===== src/sv/b64d_pkg.sv =====
// ----------------------------------------------------------------------------
// Base64 stream decoder package
// Shared widths, the job word passed from front to back, and the lenient
// character table.
// ----------------------------------------------------------------------------
`default_nettype none

package b64d_pkg;

    localparam int CharWidth  = 8;
    localparam int ByteWidth  = 8;
    localparam int SextWidth  = 6;
    localparam int GroupWidth = 24;
    localparam int AccWidth   = 18;
    localparam int QueueDepth = 4;
    localparam int QueueAddrWidth = $clog2(QueueDepth);

    localparam logic [CharWidth-1:0] PadChar = 8'h3D;

    localparam logic [1:0] PosFirst  = 2'd0;
    localparam logic [1:0] PosSecond = 2'd1;
    localparam logic [1:0] PosThird  = 2'd2;
    localparam logic [1:0] PosFourth = 2'd3;

    typedef struct packed {
        logic [GroupWidth-1:0] word;
        logic [1:0]            count;
        logic                  final_group;
    } b64d_job_t;

    function automatic logic [SextWidth-1:0] sextet_of(input logic [CharWidth-1:0] c);
        logic [SextWidth-1:0] v;
        v = '0;
        if (c inside {[8'h41:8'h5A]})
        begin
            v = SextWidth'(c - 8'h41);
        end
        else if (c inside {[8'h61:8'h7A]})
        begin
            v = SextWidth'(c - 8'h61 + 8'd26);
        end
        else if (c inside {[8'h30:8'h39]})
        begin
            v = SextWidth'(c - 8'h30 + 8'd52);
        end
        else if (c inside {8'h2B, 8'h2D, 8'h2E})
        begin
            v = 6'd62;
        end
        else if (c inside {8'h2F, 8'h2C, 8'h5F})
        begin
            v = 6'd63;
        end
        return v;
    endfunction

endpackage

`default_nettype wire


===== src/sv/b64d_if.sv =====
// ----------------------------------------------------------------------------
// Base64 stream decoder channels
// Valid/ready channels for text characters in and decoded bytes out.
// ----------------------------------------------------------------------------
`default_nettype none

interface b64d_char_if;
    logic       valid;
    logic       ready;
    logic [7:0] char_in;
    logic       is_final;

    modport source (output valid, output char_in, output is_final, input ready);
    modport sink   (input valid, input char_in, input is_final, output ready);
endinterface

interface b64d_byte_if;
    logic       valid;
    logic       ready;
    logic [7:0] byte_out;
    logic       end_of_data;

    modport source (output valid, output byte_out, output end_of_data, input ready);
    modport sink   (input valid, input byte_out, input end_of_data, output ready);
endinterface

`default_nettype wire


===== src/sv/base64_stream_decoder_unit.sv =====
// ----------------------------------------------------------------------------
// Base64 stream decoder
// Lenient base64 decoder: one text character in per word, decoded bytes out
// one per word. Both the standard and the URL alphabet are accepted; '+', '-'
// and '.' decode as 62, '/', ',' and '_' as 63, and any other character as 0.
// A character flagged as final closes the text and produces a short tail,
// whose last byte carries end_of_data. A character is accepted every cycle
// while the four-entry job queue has room; the back end sends one byte per
// cycle while the output is taken, and the sustained rate is then one
// character per cycle. A group's job passes through the job queue, the back
// end's word register and its output register before its first byte shows.
// ----------------------------------------------------------------------------
`default_nettype none

module base64_stream_decoder_unit
    import b64d_pkg::*;
(
    input  wire logic   clk,
    input  wire logic   rst_n,
    b64d_char_if.sink   in_ch,
    b64d_byte_if.source out_ch
);

    logic      push;
    logic      pop;
    logic      queue_full;
    logic      queue_not_empty;
    b64d_job_t push_job;
    b64d_job_t head_job;

    b64d_front u_front (
        .clk        (clk),
        .rst_n      (rst_n),
        .in_ch      (in_ch),
        .queue_full (queue_full),
        .push       (push),
        .job        (push_job)
    );

    b64d_queue u_queue (
        .clk       (clk),
        .rst_n     (rst_n),
        .push      (push),
        .push_job  (push_job),
        .pop       (pop),
        .full      (queue_full),
        .not_empty (queue_not_empty),
        .head_job  (head_job)
    );

    b64d_back u_back (
        .clk       (clk),
        .rst_n     (rst_n),
        .job_valid (queue_not_empty),
        .job       (head_job),
        .pop       (pop),
        .out_ch    (out_ch)
    );

endmodule

`default_nettype wire


===== src/sv/b64d_front.sv =====
// ----------------------------------------------------------------------------
// Base64 decoder front end
// Accepts characters, gathers sextets into groups and hands each completed
// group or final tail to the job queue as a word with a byte count.
// ----------------------------------------------------------------------------
`default_nettype none

module b64d_front
    import b64d_pkg::*;
(
    input  wire logic  clk,
    input  wire logic  rst_n,
    b64d_char_if.sink  in_ch,
    input  wire logic  queue_full,
    output logic       push,
    output b64d_job_t  job
);

    logic [1:0]          pos_reg, pos_next;
    logic [AccWidth-1:0] acc_reg, acc_next;
    logic                pad3_reg, pad3_next;

    logic                 accept;
    logic [SextWidth-1:0] v;
    logic                 is_pad;
    logic [GroupWidth-1:0] full_word;

    assign in_ch.ready = !queue_full;
    assign accept      = in_ch.valid && in_ch.ready;
    assign v           = sextet_of(in_ch.char_in);
    assign is_pad      = (in_ch.char_in == PadChar);
    assign full_word   = {acc_reg, v};

    always_comb
    begin
        job.final_group = in_ch.is_final;
        case (pos_reg)
            PosFirst:  job.word = {v, 18'd0};
            PosSecond: job.word = {full_word[11:0], 12'd0};
            PosThird:  job.word = {full_word[17:0], 6'd0};
            default:   job.word = full_word;
        endcase

        job.count = 2'd0;
        if (in_ch.is_final)
        begin
            case (pos_reg)
                PosFirst, PosSecond: job.count = 2'd1;
                PosThird:            job.count = is_pad ? 2'd1 : 2'd2;
                default:             job.count = !is_pad ? 2'd3 : (pad3_reg ? 2'd1 : 2'd2);
            endcase
        end
        else if (pos_reg == PosFourth)
        begin
            job.count = 2'd3;
        end
    end

    assign push = accept && (job.count != 2'd0);

    always_comb
    begin
        pos_next  = pos_reg;
        acc_next  = acc_reg;
        pad3_next = pad3_reg;
        if (accept)
        begin
            if (in_ch.is_final || pos_reg == PosFourth)
            begin
                pos_next  = PosFirst;
                acc_next  = '0;
                pad3_next = 1'b0;
            end
            else
            begin
                if (pos_reg == PosThird)
                begin
                    pad3_next = is_pad;
                end
                acc_next = {acc_reg[AccWidth-SextWidth-1:0], v};
                pos_next = pos_reg + 2'd1;
            end
        end
    end

    always_ff @(posedge clk or negedge rst_n)
    begin
        if (!rst_n)
        begin
            pos_reg  <= PosFirst;
            acc_reg  <= '0;
            pad3_reg <= 1'b0;
        end
        else
        begin
            pos_reg  <= pos_next;
            acc_reg  <= acc_next;
            pad3_reg <= pad3_next;
        end
    end

endmodule

`default_nettype wire


===== src/sv/b64d_queue.sv =====
// ----------------------------------------------------------------------------
// Base64 decoder job queue
// Small first-in first-out store of group jobs between front and back end.
// ----------------------------------------------------------------------------
`default_nettype none

module b64d_queue
    import b64d_pkg::*;
(
    input  wire logic      clk,
    input  wire logic      rst_n,
    input  wire logic      push,
    input  wire b64d_job_t push_job,
    input  wire logic      pop,
    output logic           full,
    output logic           not_empty,
    output b64d_job_t      head_job
);

    b64d_job_t                 entry_reg [QueueDepth];
    logic [QueueAddrWidth-1:0] wr_ptr_reg, wr_ptr_next;
    logic [QueueAddrWidth-1:0] rd_ptr_reg, rd_ptr_next;
    logic [QueueAddrWidth:0]   fill_reg, fill_next;

    assign full      = (fill_reg == (QueueAddrWidth+1)'(QueueDepth));
    assign not_empty = (fill_reg != '0);
    assign head_job  = entry_reg[rd_ptr_reg];

    always_comb
    begin
        wr_ptr_next = push ? wr_ptr_reg + 1'b1 : wr_ptr_reg;
        rd_ptr_next = pop  ? rd_ptr_reg + 1'b1 : rd_ptr_reg;
        fill_next   = fill_reg;
        if (push && !pop)
        begin
            fill_next = fill_reg + 1'b1;
        end
        else if (pop && !push)
        begin
            fill_next = fill_reg - 1'b1;
        end
    end

    always_ff @(posedge clk)
    begin
        if (push)
        begin
            entry_reg[wr_ptr_reg] <= push_job;
        end
    end

    always_ff @(posedge clk or negedge rst_n)
    begin
        if (!rst_n)
        begin
            wr_ptr_reg <= '0;
            rd_ptr_reg <= '0;
            fill_reg   <= '0;
        end
        else
        begin
            wr_ptr_reg <= wr_ptr_next;
            rd_ptr_reg <= rd_ptr_next;
            fill_reg   <= fill_next;
        end
    end

endmodule

`default_nettype wire


===== src/sv/b64d_back.sv =====
// ----------------------------------------------------------------------------
// Base64 decoder back end
// Takes jobs from the queue and sends their bytes out one per cycle while the
// output is taken, high byte first, through a registered output stage.
// ----------------------------------------------------------------------------
`default_nettype none

module b64d_back
    import b64d_pkg::*;
(
    input  wire logic      clk,
    input  wire logic      rst_n,
    input  wire logic      job_valid,
    input  wire b64d_job_t job,
    output logic           pop,
    b64d_byte_if.source    out_ch
);

    logic                  busy_reg, busy_next;
    logic [GroupWidth-1:0] word_reg, word_next;
    logic [1:0]            left_reg, left_next;
    logic                  final_reg, final_next;
    logic                  out_valid_reg, out_valid_next;
    logic [ByteWidth-1:0]  out_byte_reg, out_byte_next;
    logic                  out_end_reg, out_end_next;

    logic slot_free;
    logic emit;
    logic last;

    assign slot_free = !out_valid_reg || out_ch.ready;
    assign emit      = busy_reg && slot_free;
    assign last      = emit && (left_reg == 2'd1);
    assign pop       = job_valid && (!busy_reg || last);

    assign out_ch.valid       = out_valid_reg;
    assign out_ch.byte_out    = out_byte_reg;
    assign out_ch.end_of_data = out_end_reg;

    always_comb
    begin
        busy_next      = busy_reg;
        word_next      = word_reg;
        left_next      = left_reg;
        final_next     = final_reg;
        out_valid_next = out_valid_reg;
        out_byte_next  = out_byte_reg;
        out_end_next   = out_end_reg;

        if (pop)
        begin
            busy_next  = 1'b1;
            word_next  = job.word;
            left_next  = job.count;
            final_next = job.final_group;
        end
        else if (emit)
        begin
            busy_next = !last;
            word_next = {word_reg[GroupWidth-ByteWidth-1:0], {ByteWidth{1'b0}}};
            left_next = left_reg - 2'd1;
        end

        if (emit)
        begin
            out_valid_next = 1'b1;
            out_byte_next  = word_reg[GroupWidth-1 -: ByteWidth];
            out_end_next   = final_reg && (left_reg == 2'd1);
        end
        else if (out_ch.ready)
        begin
            out_valid_next = 1'b0;
        end
    end

    always_ff @(posedge clk or negedge rst_n)
    begin
        if (!rst_n)
        begin
            busy_reg      <= 1'b0;
            out_valid_reg <= 1'b0;
        end
        else
        begin
            busy_reg      <= busy_next;
            out_valid_reg <= out_valid_next;
        end
    end

    always_ff @(posedge clk)
    begin
        word_reg     <= word_next;
        left_reg     <= left_next;
        final_reg    <= final_next;
        out_byte_reg <= out_byte_next;
        out_end_reg  <= out_end_next;
    end

endmodule

`default_nettype wire


===== src/flat_wrapper.sv =====
// flat-port wrapper written by rule: the top's interface ports become plain ports
module base64_stream_decoder_unit_flat import b64d_pkg::*;
  (clk, rst_n, in_ch_valid, in_ch_char_in, in_ch_is_final, in_ch_ready, out_ch_valid, out_ch_byte_out, out_ch_end_of_data, out_ch_ready);
  b64d_char_if in_ch_i ();
  b64d_byte_if out_ch_i ();
  input  wire logic clk;
  input  wire logic rst_n;
  input wire logic [$bits(in_ch_i.valid)-1:0] in_ch_valid;
  input wire logic [$bits(in_ch_i.char_in)-1:0] in_ch_char_in;
  input wire logic [$bits(in_ch_i.is_final)-1:0] in_ch_is_final;
  output wire logic [$bits(in_ch_i.ready)-1:0] in_ch_ready;
  output wire logic [$bits(out_ch_i.valid)-1:0] out_ch_valid;
  output wire logic [$bits(out_ch_i.byte_out)-1:0] out_ch_byte_out;
  output wire logic [$bits(out_ch_i.end_of_data)-1:0] out_ch_end_of_data;
  input wire logic [$bits(out_ch_i.ready)-1:0] out_ch_ready;
  assign in_ch_i.valid = in_ch_valid;
  assign in_ch_i.char_in = in_ch_char_in;
  assign in_ch_i.is_final = in_ch_is_final;
  assign in_ch_ready = in_ch_i.ready;
  assign out_ch_valid = out_ch_i.valid;
  assign out_ch_byte_out = out_ch_i.byte_out;
  assign out_ch_end_of_data = out_ch_i.end_of_data;
  assign out_ch_i.ready = out_ch_ready;
  base64_stream_decoder_unit u_core (.clk(clk), .rst_n(rst_n), .in_ch(in_ch_i), .out_ch(out_ch_i));
endmodule

===== config.mk =====
export PLATFORM = sky130hd
export DESIGN_NAME = base64_stream_decoder_unit_flat
export DESIGN_NICKNAME = d
export VERILOG_FILES = /design/src/sv/b64d_pkg.sv /design/src/sv/b64d_if.sv /design/src/sv/base64_stream_decoder_unit.sv /design/src/sv/b64d_front.sv /design/src/sv/b64d_queue.sv /design/src/sv/b64d_back.sv /design/src/flat_wrapper.sv
export SDC_FILE = /design/constraint.sdc
export NUM_CORES = 1
export LEC_CHECK = 0
export BUFFER_PORTS_ARGS = -buffer_cell sky130_fd_sc_hd__buf_4
export CELL_PAD_IN_SITES_DETAIL_PLACEMENT = 0
export CELL_PAD_IN_SITES_GLOBAL_PLACEMENT = 1
export CORE_AREA = 2 2 143 145
export CTS_CLUSTER_DIAMETER = 60
export CTS_CLUSTER_SIZE = 14
export DETAILED_ROUTE_END_ITERATION = 12
export DIE_AREA = 0 0 145 147
export GPL_ROUTABILITY_DRIVEN = 0
export PLACE_DENSITY = 0.74
export RECOVER_POWER = 50
export SETUP_SLACK_MARGIN = 0.1
export SLEW_MARGIN = 20
export SYNTH_ARGS = -nofsm -noshare
export SYNTH_HDL_FRONTEND = slang
export SYNTH_SLANG_ARGS = --single-unit

===== constraint.sdc =====
create_clock -name clk -period 6.6 [get_ports clk]
set_input_delay 0 -clock clk [delete_from_list [all_inputs] [get_ports clk]]
set_output_delay 0 -clock clk [all_outputs]
set_load 0.005 [all_outputs]

### Word level (Yosys, flattened, before mapping)

Memory sizes are Yosys's and may differ from the RTL's.
Cells that the tools add are included.

| word-level totals | value |
|---|---|
| flip-flop bits (word level) | 66 |
| memory bits (writable) | 108 |
| output and inout port bits | 11 |
| logic and storage cells | 102 |
| memories kept | 1 |

Memories:

| memory | depth | bits a word | rd ports | clocked after Yosys merged registers in | write ports | RTL line | source |
|---|---|---|---|---|---|---|---|
| u_core.u_queue.entry_reg | 4 | 27 | 1 | 0 | 1 | b64d_queue.sv:20 | `b64d_job_t entry_reg [QueueDepth];` |

| cells by class | value |
|---|---|
| add/subtract/negate cells | 11 |
| $lt $le $gt $ge | 6 |
| eq/ne operators | 12 |
| muxes and demuxes | 28 |
| reduce and logical (&&, ||, !) cells | 31 |

Operators with widths:

| cell | count |
|---|---|
| $pmux 24 s3 | 1 |
| $eq 8x6->1 const B | 6 |
| $mux 24 | 2 |
| $mux 6 | 5 |
| $mux 18 | 1 |
| $ge 8x7->1 const B | 2 |
| $le 8x7->1 const B | 2 |
| $mux 2 | 8 |
| $sub 6x6->6 const B | 2 |
| $logic_and 1x1->1 | 11 |
| $reduce_bool 2->1 | 5 |
| $reduce_bool 3->1 | 3 |
| $eq 8x7->1 const B | 1 |
| $ge 8x6->1 const B | 1 |
| $le 8x6->1 const B | 1 |
| $mux 1 | 8 |
| $add 2x1->2 const B | 3 |
| $add 6x5->6 const B | 1 |
| $add 6x6->6 const B | 1 |
| $logic_not 1->1 | 6 |
| $mux 3 | 2 |
| $sub 6x1->6 const B | 1 |
| $eq 2x1->1 const B | 2 |
| $eq 2x2->1 const B | 2 |
| other kinds (9) | 11 |

### Depth between registers and ports, before layout

| depth | value |
|---|---|
| depth after elaboration | 10 |
| mapped depth | 12 |
| gate-level depth less buffers | 11 |

### Cells and area by module

A second synthesis with hierarchy kept.

| unflattened totals | value |
|---|---|
| cells, all modules | 471 |
| area, all modules | 7709.9 um^2 |

By module, submodules not included:

| module | times used | cells an instance | area an instance (um^2) |
|---|---|---|---|
| b64d_queue | 1 | 175 | 4300.4 |
| b64d_front | 1 | 217 | 1870.5 |
| b64d_back | 1 | 79 | 1539.0 |

### Worst setup path after synthesis

OpenSTA, ideal clock, no wires.

| timing path | value |
|---|---|
| path kind | reg2reg |
| start point | register u_core.u_front.pos_reg[1] |
| end point | register u_core.u_queue.fill_reg[2] |
| setup time | 0.079 ns |
| arrival | 2.437 ns |
| required time | 6.521 ns |
| slack | 4.084 ns |
| cell stages (with the launch flop) | 12 |
| path buffers | 1 |
| path through | dfrtp_1 inv_1 ha_1 clkbuf_1 o31ai_1 a21oi_1 ha_1 inv_1 fa_1 xor2_1 nor2_1 xor2_1 |

| between the ends | value |
|---|---|
| longest elaborated chain between the ends | 9 |

RTL lines:

| item | RTL line | source |
|---|---|---|
| start, declared | b64d_front.sv:19 | `logic [1:0] pos_reg, pos_next;` |
| start signal, assigned | b64d_front.sv:90 | `pos_reg <= PosFirst;` |
| start signal, assigned | b64d_front.sv:96 | `pos_reg <= pos_next;` |
| $eq 2x1->1 / $logic_not 2->1 (equally long branches) | b64d_front.sv:47 | `case (pos_reg)` |
| $reduce_or 2->1 | b64d_front.sv:47 |  |
| $pmux 2 s2 | b64d_front.sv:47 |  |
| $mux 2 * | b64d_front.sv:45 | `if (in_ch.is_final)` |
| $reduce_bool 2->1 * | b64d_front.sv:59 | `assign push = accept && (job.count != 2'd0);` |
| $logic_and 1x1->1 * | b64d_front.sv:59 |  |
| named net u_core.push | base64_stream_decoder_unit.sv:24 | `logic push;` |
| $logic_not 1->1 | b64d_queue.sv:38 | `else if (pop && !push)` |
| $logic_and 1x1->1 | b64d_queue.sv:38 |  |
| $reduce_bool 2->1 (no source line) | -- |  |
| end signal, assigned | b64d_queue.sv:64 | `fill_reg <= fill_next;` |
| end, declared | b64d_queue.sv:23 | `logic [QueueAddrWidth:0] fill_reg, fill_next;` |

The timed path passes the listed nets; every way through them passes the cells marked *.
A chain may end at the register's enable or synchronous reset.

### Worst setup path after layout

| timing path | value |
|---|---|
| start point | register u_core.u_back.left_reg[1] |
| end point | register u_core.u_back.word_reg[2], enable pin |

| between the ends | value |
|---|---|
| longest elaborated chain between the ends | 5 |

RTL lines:

| item | RTL line | source |
|---|---|---|
| start, declared | b64d_back.sv:21 | `logic [1:0] left_reg, left_next;` |
| start signal, assigned | b64d_back.sv:93 | `left_reg <= left_next;` |
| $eq 2x1->1 | b64d_back.sv:33 | `assign last = emit && (left_reg == 2'd1);` |
| $logic_and 1x1->1 | b64d_back.sv:33 |  |
| $logic_or 1x1->1 | b64d_back.sv:34 | `assign pop = job_valid && (!busy_reg \|\| last);` |
| $logic_and 1x1->1 | b64d_back.sv:34 |  |
| $reduce_bool 2->1 (no source line) | -- |  |
| end signal, assigned | b64d_back.sv:92 | `word_reg <= word_next;` |
| end, declared | b64d_back.sv:20 | `logic [GroupWidth-1:0] word_reg, word_next;` |

Every way passes these cells.

==> flow_metrics.env <==
export IMPL_numPortBuffers=23
export IMPL_hold_buffers=4
export IMPL_synth_area_top_cells="edfxtp_1 (56%), dfrtp_1 (9.7%), mux4_2 (7.9%)"
export IMPL_clkTransAtPathRegs_ps=60
export IMPL_numCtsBuffers=17
export IMPL_placed_area_sq_mm=0.00821
export IMPL_startpoint_type="register"
export IMPL_maxSlewViolCount=117
export IMPL_finalClockSkew_ps=5.53
export IMPL_holdWs_ps=285
export IMPL_max_freq_mhz=244
export IMPL_clockRootBuffer="clkbuf_16"
export IMPL_hold_viol_final=0
export IMPL_die_area_sq_mm=0.0213
export IMPL_wl_um=15100
export IMPL_cts_max_level=4
export IMPL_min_to="u_core.u_front.pad3_reg$_DFFE_PN0P_"
export IMPL_status="complete, but fails checks"
export IMPL_grt_pass1_vias=4400
export IMPL_drive_gt1_share_pct=18.3
export IMPL_grt_max_degree=40
export IMPL_hp_start="in_ch_char_in[7]"
export IMPL_placedCellCount=796
export IMPL_synth_top_area_share_pct=55.8
export IMPL_stdcell_count=832
export IMPL_powerDensity_mw_per_mm2=385
export IMPL_seq_area_frac_synth_pct=65.5
export IMPL_irDropWorstVdd_mv=0.172
export IMPL_rows=52
export IMPL_dr_total_vias=4385
export IMPL_cts_tree="done"
export IMPL_drc=0
export IMPL_fin_nets=583
export IMPL_area_delta_synth_final_pct=13.6
export IMPL_grt_usage_pct=14.7
export IMPL_p_leak_nw=3.09
export IMPL_syn_nets=553
export IMPL_seq_area_sq_mm=0.00507
export IMPL_post_place_ws_ps=2690
export IMPL_hold_depth=5
export IMPL_min_period_ps=4090
export IMPL_total_power_mw=3.39
export IMPL_slew_headroom_pct=-23.5
export IMPL_yosysTopAreaCell="edfxtp_1"
export IMPL_reg2reg_slack_ps=2510
export IMPL_grt_pass1_wl_um=23800
export IMPL_antenna_found_initial=0
export IMPL_crit_type="reg -> reg"
export IMPL_post_cts_buffers=0
export IMPL_synth_edf_count=144
export IMPL_drt_antenna_violating_nets=0
export IMPL_drt_iter0_drc=379
export IMPL_dr_pass1_iters=6
export IMPL_cp_arrival_ps=4120
export IMPL_utilization_pct=44.3
export IMPL_largest_register_ffs=108
export IMPL_critPathCaptureType="register"
export IMPL_syn_area_per_cell_sq_um=14.9
export IMPL_initial_core_util_pct=39.0
export IMPL_fp_dieW_um=145
export IMPL_synth_seq_cells=174
export IMPL_synthArstFlopShare_pct=17.2
export IMPL_violations="max-capacitance violations, max-slew violations"
export IMPL_worst_path_max_fanout=30
export IMPL_setup_viol=0
export IMPL_maxCapViolCount=4
export IMPL_stdcell_area_sq_mm=0.00880
export IMPL_core_sq_mm=0.0198
export IMPL_die_h_um=147
export IMPL_r2r_start="u_core.u_back.left_reg[1]$_DFFE_PP_"
export IMPL_synth_ff_type="edfxtp_1"
export IMPL_cts_resized=0
export IMPL_antenna_cells=0
export IMPL_period_share_pct=62.0
export IMPL_synth_warnings=0
export IMPL_cp_required_ps=6630
export IMPL_hold_class="in -> reg"
export IMPL_clock_latency_ps=430
export IMPL_worstRegToRegCells=8
export IMPL_dp_hpwl_um=9720
export IMPL_via_per_inst=5.27
export IMPL_syn_inst=519
export IMPL_grt_ovfl_total=0
export IMPL_worst_pin_slew_ps=1850
export IMPL_routedWlPerCell_um=18.1
export IMPL_io_pins=24
export IMPL_setup_slack_ps=2510
export IMPL_timing_rr_end="u_core.u_back.word_reg[2]$_SDFFCE_PP0P_"
export IMPL_finalSetupTns_ps=0
export IMPL_fillCellCount=1734
export IMPL_cts_sinks=174
export IMPL_clk_path_buf_depth=2
export IMPL_synth_area_sq_mm=0.00774
export IMPL_synth_distinct_cells=61
export IMPL_rsz0062_at_grt="false"
export IMPL_multiInputGateArea_sq_mm=0.00250
==> area by class of cell <==
cell class / instances / area share (%)
sequential: 174 / 57.7
multi-input combinational: 305 / 28.5
clock buffer: 22 / 5.05
tap: 270 / 3.84
timing repair buffer: 34 / 2.80
clock inverter: 10 / 1.46
inverter: 17 / 0.725
==> layer usage <==
metal | vias to the layer above | part of all wire [%] | track usage (%)
met3 | 26 | 3.9 | 3.45
li1 | 2036 | - | -
met2 | 112 | 49 | 23.3
met1 | 2211 | 45 | 19.4
met5 | - | 0 | 0
met4 | 0 | 2.6 | 6.78
==> power breakdown <==
group / switching (mW) / internal [mW] / total (mW)
registers: 0.129 / 1.48 / 1.61
clock network: 0.407 / 0.565 / 0.972
logic: 0.431 / 0.380 / 0.811
==> kinds of logic (layout without fill, tap and decap cells) <==
| group | Yosys count | in the layout | share of synthesized area, % |
|---|---|---|---|
| buffers and inverters | 40 | 83 | 2.10 |
| DFF | 174 | 174 | 65.5 |
| AOI/OAI and AO/OA | 89 | 89 | 7.90 |
| muxes | 47 | 47 | 10.7 |
| xor gates and xnor gates | 14 | 14 | 1.58 |
| and+or+nand+nor | 134 | 134 | 8.64 |
| adders and majority gates | 21 | 21 | 3.49 |
==> cells in the mapped netlist (2+ instances only) <==
cell type,number
a22oi_1,2
nand3_1,13
nor2b_1,3
xnor2_1,8
edfxtp_1,144
o21a_1,3
buf_1,3
nor3_1,2
inv_1,16
mux2_2,19
and2_1,16
nand2_1,60
and4_1,2
nand2b_1,3
mux4_2,27
a221oi_1,5
a21boi_0,2
o31ai_1,7
dfrtp_1,30
o22ai_1,2
clkbuf_1,15
a2bb2oi_1,5
o21ai_0,33
nor4b_1,2
ha_1,20
and3_1,5
buf_2,4
nor2_1,17
a21oi_1,13
a22o_1,2
xor2_1,6
==> worst max path at each step <==
stage | from | end | cells past startpoint
after floorplan | u_core.u_front.pos_reg[1]$_DFFE_PN0P_ | u_core.u_queue.fill_reg[2]$_DFFE_PN0P_ | 11
after global placement | u_core.u_front.pos_reg[0]$_DFFE_PN0P_ | u_core.u_queue.fill_reg[2]$_DFFE_PN0P_ | 9
after detailed placement | u_core.u_front.pos_reg[1]$_DFFE_PN0P_ | u_core.u_queue.fill_reg[2]$_DFFE_PN0P_ | 9
after CTS | u_core.u_front.pos_reg[1]$_DFFE_PN0P_ | u_core.u_queue.fill_reg[2]$_DFFE_PN0P_ | 9
after global routing | u_core.u_back.left_reg[1]$_DFFE_PP_ | u_core.u_back.word_reg[18]$_DFFE_PP_ | 8
final | u_core.u_back.left_reg[1]$_DFFE_PP_ | u_core.u_back.word_reg[2]$_SDFFCE_PP0P_ | 8
==> cell usage in the layout, fill, tap and decap left out, types with 4 or more instances in the layout <==
master and instances:
buf_4 14, and3_1 5, xnor2_1 8, dlygate4sd3_1 4
mux2_2 17, inv_6 5, ha_1 20, a2bb2oi_1 5
nand2_1 59, and2_1 8, edfxtp_1 144, dfrtp_1 30
mux4_2 27, inv_1 16, o31ai_1 8, clkbuf_4 11
a221oi_1 5, o21ai_0 34, xor2_1 6, and2_0 8
clkbuf_1 10, clkbuf_16 17, nor2_1 17, a21oi_1 12
nand3_1 13
==> worst max-delay path, cell delays in order (launching register included) <==
cell      delay, ps
edfxtp_1        360
inv_1            60
ha_1            150
nand2_1          80
a21oi_2         130
clkbuf_1       1190
inv_1           310
nand2b_1        230
clkbuf_1       1160
(Power assumes the default switching activity.)
